<file path="config.mk">
export PLATFORM = sky130hd
export DESIGN_NAME = ilst_cell
export DESIGN_NICKNAME = d
export VERILOG_FILES = /design/src/rtl/ilst_pkg.sv /design/src/rtl/ilst_cell.sv
export SDC_FILE = /design/constraint.sdc
export NUM_CORES = 1
export LEC_CHECK = 0
export BUFFER_PORTS_ARGS = -buffer_cell sky130_fd_sc_hd__buf_2
export CORE_MARGIN = 10
export CORE_UTILIZATION = 30
export DETAILED_ROUTE_END_ITERATION = 10
export SETUP_SLACK_MARGIN = 0.3
export SYNTH_ARGS = -nofsm -noshare
export SYNTH_HDL_FRONTEND = slang
export SYNTH_SLANG_ARGS = --single-unit
export TNS_END_PERCENT = 5
</file>
<file path="constraint.sdc">
create_clock -name clk -period 2.4 [get_ports clk]
set_input_delay 0.36 -clock clk [delete_from_list [all_inputs] [get_ports clk]]
set_output_delay 0.36 -clock clk [all_outputs]
set_load 0.01 [all_outputs]
</file>
<file path="src/rtl/ilst_pkg.sv">
// Shared request codes, status codes and cell control types for the indexed list store.
package ilst_pkg;

	localparam logic [2:0] MODE_APPEND = 3'd0;
	localparam logic [2:0] MODE_INSERT = 3'd1;
	localparam logic [2:0] MODE_REMOVE = 3'd2;
	localparam logic [2:0] MODE_SET    = 3'd3;
	localparam logic [2:0] MODE_GET    = 3'd4;

	localparam logic [1:0] ST_OK      = 2'd0;
	localparam logic [1:0] ST_BAD_POS = 2'd1;
	localparam logic [1:0] ST_FULL    = 2'd2;

	localparam logic signed [31:0] INT_MAX = 32'sh7FFF_FFFF;

	typedef enum logic [1:0] {
		CELL_HOLD,
		CELL_WRITE,
		CELL_INSERT,
		CELL_REMOVE
	} cell_op_t;

	typedef struct packed {
		cell_op_t           op;
		logic signed [31:0] data;
	} cell_ctl_t;

endpackage

</file>
<file path="src/rtl/ilst_cell.sv">
// One slot of the list: holds a word and shifts toward either neighbor on insert or remove.
module ilst_cell
	import ilst_pkg::*;
#(
	parameter int IDX = 0,
	parameter int TW  = 7
) (
	input  logic                  clk,
	input  cell_ctl_t             ctl,
	input  logic [TW-1:0]         target,
	input  logic signed [31:0]    prev_word,
	input  logic signed [31:0]    next_word,
	output logic signed [31:0]    word
);

	logic signed [31:0] word_q;
	logic               at_target;
	logic               past_target;

	assign at_target   = (target == TW'(IDX));
	assign past_target = (TW'(IDX) > target);
	assign word        = word_q;

	always_ff @(posedge clk) begin
		case (ctl.op)
			CELL_WRITE: begin
				if (at_target) begin
					word_q <= ctl.data;
				end
			end
			CELL_INSERT: begin
				if (at_target) begin
					word_q <= ctl.data;
				end else if (past_target) begin
					word_q <= prev_word;
				end
			end
			CELL_REMOVE: begin
				if (at_target || past_target) begin
					word_q <= next_word;
				end
			end
			default: begin
				word_q <= word_q;
			end
		endcase
	end

endmodule
</file>
; ---- After elaboration in Yosys (flattened, before gate mapping)
; Cells that the tools add are included.
[word_totals]
out_inout_bits = 32
in_bits = 106
elab_cells = 17
regBits = 32
[classes]
eq_ne = 6
mux = 5
n_lt_le_gt_ge = 1
n_reduce_logical = 4
[ops]
columns = cell, count
row1 = $mux W32, 4
row2 = $pmux W32 S3, 1
row3 = $gt A1 B7 Y1 const A, 1
row4 = $logic_not A7 Y1, 1
row5 = $eq A2 B2 Y1 const B, 2
row6 = $ne A2 B2 Y1 const B, 2
row7 = $reduce_and A4 Y1, 1
row8 = $ne A3 B3 Y1 const B, 1
row9 = $reduce_bool A3 Y1, 1
row10 = $eq A2 B1 Y1 const B, 1
row11 = $logic_or A1 B1 Y1, 1

; ---- Longest topological paths before layout
; Gate-level depths: netlist (run 1).
[depth]
depth_word = 4
depth_mapped = 5
mapped_depth_nobuf = 3

; ---- Worst setup path after synthesis (run 1)
; No wires, ideal clock.
[synth_path]
path_type = input to register
from = in target[0]
to = reg word_q[0], in the netlist word[0], enable pin
arrival_time_ps = 1950
setup_ps = 391
path_buffers = 2
setup_slack_ps = 59
path_stages = 5
t_required_ps = 2009
path_cell_list = nor3_1 and2_1 buf_4 buf_4 o21a_1
[synth_via]
elab_chain_len = 4
elab_cells_between_ends = 7
cone_classes = order compare (1) / eq/ne (3) / reduce/logical (3)
[synth_rtl]
columns = element, line
row1 = "start, declared", ilst_cell.sv:10  ; input logic [TW-1:0] target,
row2 = $gt A1 B7 Y1 or $logic_not A7 Y1 (tied branches), "ilst_cell.sv:21, ilst_cell.sv:20"
row3 = $logic_or A1 B1 Y1, ilst_cell.sv:39  ; if (at_target || past_target) begin
row4 = $ne A2 B2 Y1 (no source line), --
row5 = $reduce_and A4 Y1 (no source line) *, --
row6 = "end signal, assigned", ilst_cell.sv:28  ; word_q <= ctl.data;
row7 = "end signal, assigned", ilst_cell.sv:40  ; word_q <= next_word;
row8 = "end signal, assigned", ilst_cell.sv:44  ; word_q <= word_q;
row9 = "end, declared", ilst_cell.sv:16  ; logic signed [31:0] word_q;
; Mark *: on every way between the ends. The rest lies on a longest branch, timed or not.
; A chain may end at the register's enable or synchronous reset.

; ---- Worst setup path after layout (run 1)
[layout_path]
from = in ctl[33] (netlist bit)
to = reg word_q[21], in the netlist word[21] (data pin)
[layout_via]
elab_chain_len = 2
elab_cells_between_ends = 4
cone_classes = eq/ne (3) / mux (1)
[layout_rtl]
columns = element, line
row1 = "start, declared", ilst_cell.sv:9  ; input cell_ctl_t ctl,
row2 = $eq A2 B2 Y1 or $eq A2 B1 Y1 (tied branches), ilst_cell.sv:25  ; case (ctl.op)
row3 = $pmux W32 S3 *, ilst_cell.sv:25
row4 = "end signal, assigned", ilst_cell.sv:28
row5 = "end signal, assigned", ilst_cell.sv:33  ; word_q <= ctl.data;
row6 = "end signal, assigned", ilst_cell.sv:35  ; word_q <= prev_word;
; Marks and branches as above.

==> reports/metrics.yaml, run 1 <==
die:
  initial_utilization_pct: 30.7
  core-area_mm2: 0.00672
  rows: 30
  die-area_mm2: 0.0106
  die_h_um: 103
  io_pins: 138
  die_x_um: 103
route:
  drt_iter0_drc: 117
  first_pass_iters: 4
  ant_nets: 0
  wire_per_inst_um: 18.6
  drc: 0
  vias: 2316
  wl_um: 7990
  viasPerCell: 5.40
synthesis:
  synth.top_cells.by_area: "edfxtp_1, o211ai_1, and3_1, nand4_1, a21oi_1"
  yosysWarnings: 0
  syn-instance-count: 224
  ys_seq_area_share_pct: 46.6
  synthArstFlopShare_pct: 0
  synthMostInstantiatedCell: "edfxtp_1"
  synth_area_mm2: 0.00206
  ys_ff_latch: 32
  yosys.area.top_type: "edfxtp_1"
  ys.flop_type: "edfxtp_1"
  syn-num-nets: 330
  ys_types: 19
  synth-edff-count: 32
  avgSynthCellArea_um2: 9.20
  synth_top_area_share_pct: 46.6
cts:
  clk_path_buf_depth: 2
  root_buffer: "clkbuf_8"
  postCtsHoldBufs: 0
  clkSinkCount: 32
  clk_pin_slew_worst_paths_ns: 0.06
  post_cts_resized: 0
  postCtsSetupBuffers: 0
  htreeDepth: 2
  tritoncts: "built"
  cts_made_buffers: 5
power:
  p_seq_share_pct: 50.4
  combPwrFrac_pct: 19.5
  power.density_mw_per_mm2: 430
  max-vdd-ir-drop_mv: 0.160
  finalPower_mw: 1.24
  p_switching_mw: 0.310
  p_leak_nw: 1.23
  intPower_mw: 0.930
  pwr-share-clk_pct: 30.0
  p_sw_share_pct: 25.0
placed_design:
  io_buffers: 137
  place_ws_ns: 0.485
  hpwl_um: 5870
  place.gp.congestion: 0.816
layout:
  multiInputGateArea_um2: 982
  antenna_cells: 0
  ff_latch_area_um2: 961
  nNetsFinal: 457
  fill_cells: 696
  area_growth_pct: 40.0
  largest_register_ffs: 32
  layout-drive-gt1-share_pct: 44.4
grt:
  grt_use_met1_pct: 17.2
  grt_pass1_wl_um: 12600
  grt_max_degree: 52
  antenna_found_initial: 0
  grt.total_usage_pct: 15.0
  use_met3_pct: 5.43
  grt_pass1_vias: 2488
  grt-ovfl-total: 0
  use_met2_pct: 25.4
  gr-max-usage-layer: "met2"
timing:
  worst_slack_ns: 0.818
  fin_crit_ns: 1.58
  finalMaxSlewViolations: 0
  rsz0062_at_grt: "no"
  tns_ns: 0
  setup_violations: 0
  period_share_pct: 65.9
  worst_pin_slew_ns: 0.656
  hold_viol_final: 0
  slew_headroom_pct: 56.2
  clock.fmax_mhz: 632
setup_path:
  startpoint: "ctl[33]"
  worst-path-buf-inv: 2
  critPathCaptureType: "register"
  critPathSlowestCell: "buf_4"
  cp_max_fo: 51
  start_kind: "input port"
  critPathRequiredTime_ns: 2.51
  critPathCapture: "word[21]"
  cp_top_family: "buffers and inverters"
  critical_path_depth: 5
  crit_path_cell_trace: "buf_2 > nor2b_4 > buf_4 > nand2_1 > o211ai_1"
  crit_type: "input port to register"
  max_stage_delay_ns: 0.47
  cp.arrival_ns: 1.70
flow_run:
  max-cap-violations: 0
run_status:
  status: "finished clean"
hold_path:
  hold_path.class: "input port to register"
area by class of cell:
class / instances / area share (%)
inverter: 2 / 0.260
timing repair buffer: 146 / 26.5
tap: 80 / 3.47
clock buffer: 5 / 2.39
multi-input combinational: 164 / 34.0
sequential: 32 / 33.3
worst min-delay path by stage:
stage	startpoint	end	slack, ns	cells past startpoint
after floorplan	ctl[11]	word[11]	0.58	2
after global placement	ctl[15]	word[15]	0.69	3
after detailed placement	ctl[14]	word[14]	0.70	3
after CTS	ctl[6]	word[6]	0.40	3
after global routing	ctl[26]	word[26]	0.42	3
final	ctl[14]	word[14]	0.41	3
cells by family after synthesis:
group,synth area share (%)
buffers and inverters,6.38
AO/OA/AOI/OAI,20.3
flip-flops,46.6
AND/OR/NAND/NOR,26.7
metal layers:
layer	vias up	share of wire, %	wire [um]
li1	1134	-	-
met1	1051	38	3040
met2	127	49	3950
met3	4	12	933
met4	0	0.81	65
met5	-	0	0
stage by stage:
stage	utilization [%]	area (um^2)	hold slack [ns]	std cells
2_1_floorplan	-	2060	0.585	224
3_3_place_gp	41.9	2820	0.685	424
3_5_place_dp	41.9	2820	0.697	424
4_1_cts	42.9	2890	0.401	429
5_1_grt	42.9	2890	0.415	429
6_report	42.9	2890	0.414	429
cells in the final DEF (no fill, tap or decap):
master | synthesis | routed
edfxtp_1 | 32 | 32
a311oi_1 | 1 | 1
and2_1 | 1 | 1
nor3_2 | 0 | 1
buf_4 | 4 | 8
nand4_1 | 31 | 31
nor4_4 | 1 | 1
a21oi_1 | 31 | 31
a2111oi_0 | 1 | 1
nor2b_4 | 0 | 1
inv_1 | 2 | 2
o21a_2 | 0 | 1
o21ai_0 | 1 | 1
clkbuf_8 | 0 | 5
o211ai_1 | 31 | 31
and3_1 | 31 | 31
buf_12 | 0 | 1
nand2_1 | 31 | 31
buf_2 | 9 | 137
nand3b_1 | 1 | 1
power by group through the flow:
| stage | combinational (mW) | clock, mW | sequential (mW) |
|---|---|---|---|
| floorplan | 0.115 | 0 | 0.639 |
| global placement | 0.240 | 0 | 0.638 |
| detailed placement | 0.243 | 0 | 0.638 |
| CTS | 0.244 | 0.384 | 0.626 |
| global route | 0.274 | 0.410 | 0.625 |
| finish | 0.242 | 0.373 | 0.626 |
Power figures use the tool's default switching activity.
==> run 2, diff against run 1 <==
Clock period 2.4 ns to 1.7 ns, I/O delays scaled along.
==> run 2 against run 1 <==
Net effect: global-route usage increased by 0.27 points; critical path depth is the same; sequential share of layout area is 1.2 points lower; die area stayed put; core utilization is 1.5 points higher; sequential cell count stayed put; sequential power is 41% higher; worst setup slack worse by 0.45 ns; first-iteration DRC count rose by 11%; clock-buffer cell count rose by 2; critical path type unchanged; largest cell class unchanged.
==> reports/metrics.yaml, run 2 (synthesis gave the netlist of run 1 again) <==
run_status:
  status: "finished clean"  # unchanged
layout:
  fin_util_pct: 44.5  # was 42.9%
  multiInputGateArea_um2: 995  # was 982 um^2
  layout-drive-gt1-share_pct: 44.5  # was 44.4%
  layout_common_cells: "buf_2, edfxtp_1"  # unchanged
  ff_latch_area_um2: 961  # unchanged
  fill_cells: 695  # was 696
  antenna_cells: 0  # unchanged
  final_area_mm2: 0.00299  # was 0.00289 mm^2
  final_common_cell: "buf_2"  # unchanged
  nNetsFinal: 460  # was 457
  area_growth_pct: 45.1  # was 40.0%
  final_cells: 435  # was 429
  largest_register_ffs: 32  # unchanged
timing:
  hold-worst-slack_ns: 0.308  # was 0.414 ns
  setup_violations: 0  # unchanged
  clock.fmax_mhz: 751
  hold_viol_final: 0  # unchanged
  worst_pin_slew_ns: 0.433  # was 0.656 ns
  tns_ns: 0  # unchanged
  rsz0062_at_grt: "no"  # unchanged
  slew_headroom_pct: 71.2  # was 56.2%
  period_share_pct: 78.3
  fin_crit_ns: 1.33
  finalMaxSlewViolations: 0  # unchanged
hold_path:
  min_from: "ctl[19]"  # was ctl[14]
  hold_path.class: "input port to register"  # unchanged
  whs_path_depth: 3  # unchanged
  min_to: "word[19]"  # was word[14]
power:
  p_leak_nw: 1.27  # was 1.23 nW
  power.density_mw_per_mm2: 604  # was 430 mW/mm^2
  p_seq_share_pct: 48.9  # was 50.4%
  p_sw_share_pct: 25.4  # was 25.0%
  combPwrFrac_pct: 20.1  # was 19.5%
  p_switching_mw: 0.458  # was 0.310 mW
  intPower_mw: 1.35  # was 0.930 mW
  pwr-share-clk_pct: 31.0  # was 30.0%
  max-vdd-ir-drop_mv: 0.229  # was 0.160 mV
die:
  die-area_mm2: 0.0106  # unchanged
  rows: 30  # unchanged
  core-area_mm2: 0.00672  # unchanged
  die_x_um: 103  # unchanged
  io_pins: 138  # unchanged
  initial_utilization_pct: 30.7  # unchanged
  die_h_um: 103  # unchanged
grt:
  grt.total_usage_pct: 15.2  # was 15.0%
  grt_pass1_vias: 2484  # was 2488
  antenna_found_initial: 0  # unchanged
  use_met3_pct: 4.83  # was 5.43%
  grt_max_degree: 64  # was 52
  use_met2_pct: 26.9  # was 25.4%
  grt_pass1_wl_um: 12600  # unchanged
  grt-ovfl-total: 0  # unchanged
  grt_use_met1_pct: 17.0  # was 17.2%
  gr-max-usage-layer: "met2"  # unchanged
route:
  drc: 0  # unchanged
  vias: 2323  # was 2316
  drt_iter0_drc: 130  # was 117
  wl_um: 8240  # was 7990 um
  wire_per_inst_um: 19.0  # was 18.6 um
  viasPerCell: 5.34  # was 5.40
  ant_nets: 0  # unchanged
  first_pass_iters: 4  # unchanged
cts:
  postCtsSetupBuffers: 0  # unchanged
  cts_made_buffers: 5  # unchanged
  tritoncts: "built"  # unchanged
  postCtsHoldBufs: 0  # unchanged
  clk_pin_slew_worst_paths_ns: 0.06  # about the same
  htreeDepth: 2  # unchanged
  root_buffer: "clkbuf_8"  # unchanged
  clkSinkCount: 32  # unchanged
  clk_path_buf_depth: 2  # unchanged
placed_design:
  io_buffers: 137  # unchanged
  placed_area_mm2: 0.00290  # was 0.00282 mm^2
  dp.cells: 427  # was 424
  place.gp.congestion: 0.768  # was 0.816
  hpwl_um: 6210  # was 5870 um
setup_path:
  crit_type: "input port to register"  # unchanged
  critPathCaptureType: "register"  # unchanged
  critPathSlowestCell: "nor4_4"  # was buf_4
  worst-path-buf-inv: 2  # unchanged
  crit_path_cell_trace: "buf_2 > nor4_4 > and2_1 > o21a_4 > buf_12"  # was buf_2 > nor2b_4 > buf_4 > nand2_1 > o211ai_1
  critPathRequiredTime_ns: 1.69  # was 2.51 ns
  cp.arrival_ns: 1.32  # was 1.70 ns
  max_stage_delay_ns: 0.35  # was 0.47 ns
  cp_max_fo: 14  # was 51
  start_kind: "input port"  # unchanged
  cp_top_family: "simple AND/OR/NAND/NOR gates"  # was buffers and inverters
flow_run:
  max-cap-violations: 0  # unchanged
==> run 2: changes by cell type in the layout (fill, tap and decap cells not counted), sizes merged <==
cell / change
buf: +3
clkbuf: +2
clkinv: +1
==> run 2: worst max-delay path by stage <==
stage / from / end / slack, ns / cells past startpoint
global route: target[6] / word[17] / 0.31 / 5
global placement: target[6] / word[12] / 0.06 / 5
finish: target[6] / word[31] / 0.37 / 5
CTS: target[6] / word[12] / 0.37 / 5
floorplan: target[6] / word[0] / 0.04 / 5
detailed placement: target[6] / word[12] / -0.02 / 5
==> run 2: what timing repair did <==
action	CTS	global route
gates resized for setup	1	1
endpoints found under the setup margin	1	1
pin swaps	0	0
==> run 2: metrics by stage <==
step	setup WS (ns)	power [mW]
finish	0.369	1.81
global route	0.308	1.90
CTS	0.366	1.83
detailed placement	-0.0169	1.26
global placement	0.0638	1.26
floorplan	0.0374	1.07
==> run 2: per-layer routing <==
metal	share of wire, %	vias to the layer above
met5	0	-
met4	1.3	0
met3	10	6
met2	49	109
met1	39	1070
li1	-	1138
==> run 2: worst min-delay path, cell delays in order <==
cell and delay (ns):
buf_2 0.09, a21oi_1 0.05, o211ai_1 0.08
==> run 2: final cells by class <==
type	instances	share of cell area (%)
clock buffers	7	2.55
clock inverters	1	0.126
inverters	2	0.251
multi-input cells	164	33.3
flip-flops and latches	32	32.1
well taps	80	3.35
repair buffers	149	28.3
==> run 2: power groups by stage <==
stage	clock network (mW)	registers, mW	logic [mW]
detailed placement	0	0.900	0.364
finish	0.561	0.883	0.363
floorplan	0	0.902	0.164
global placement	0	0.900	0.357
global route	0.615	0.883	0.405
CTS	0.577	0.883	0.365
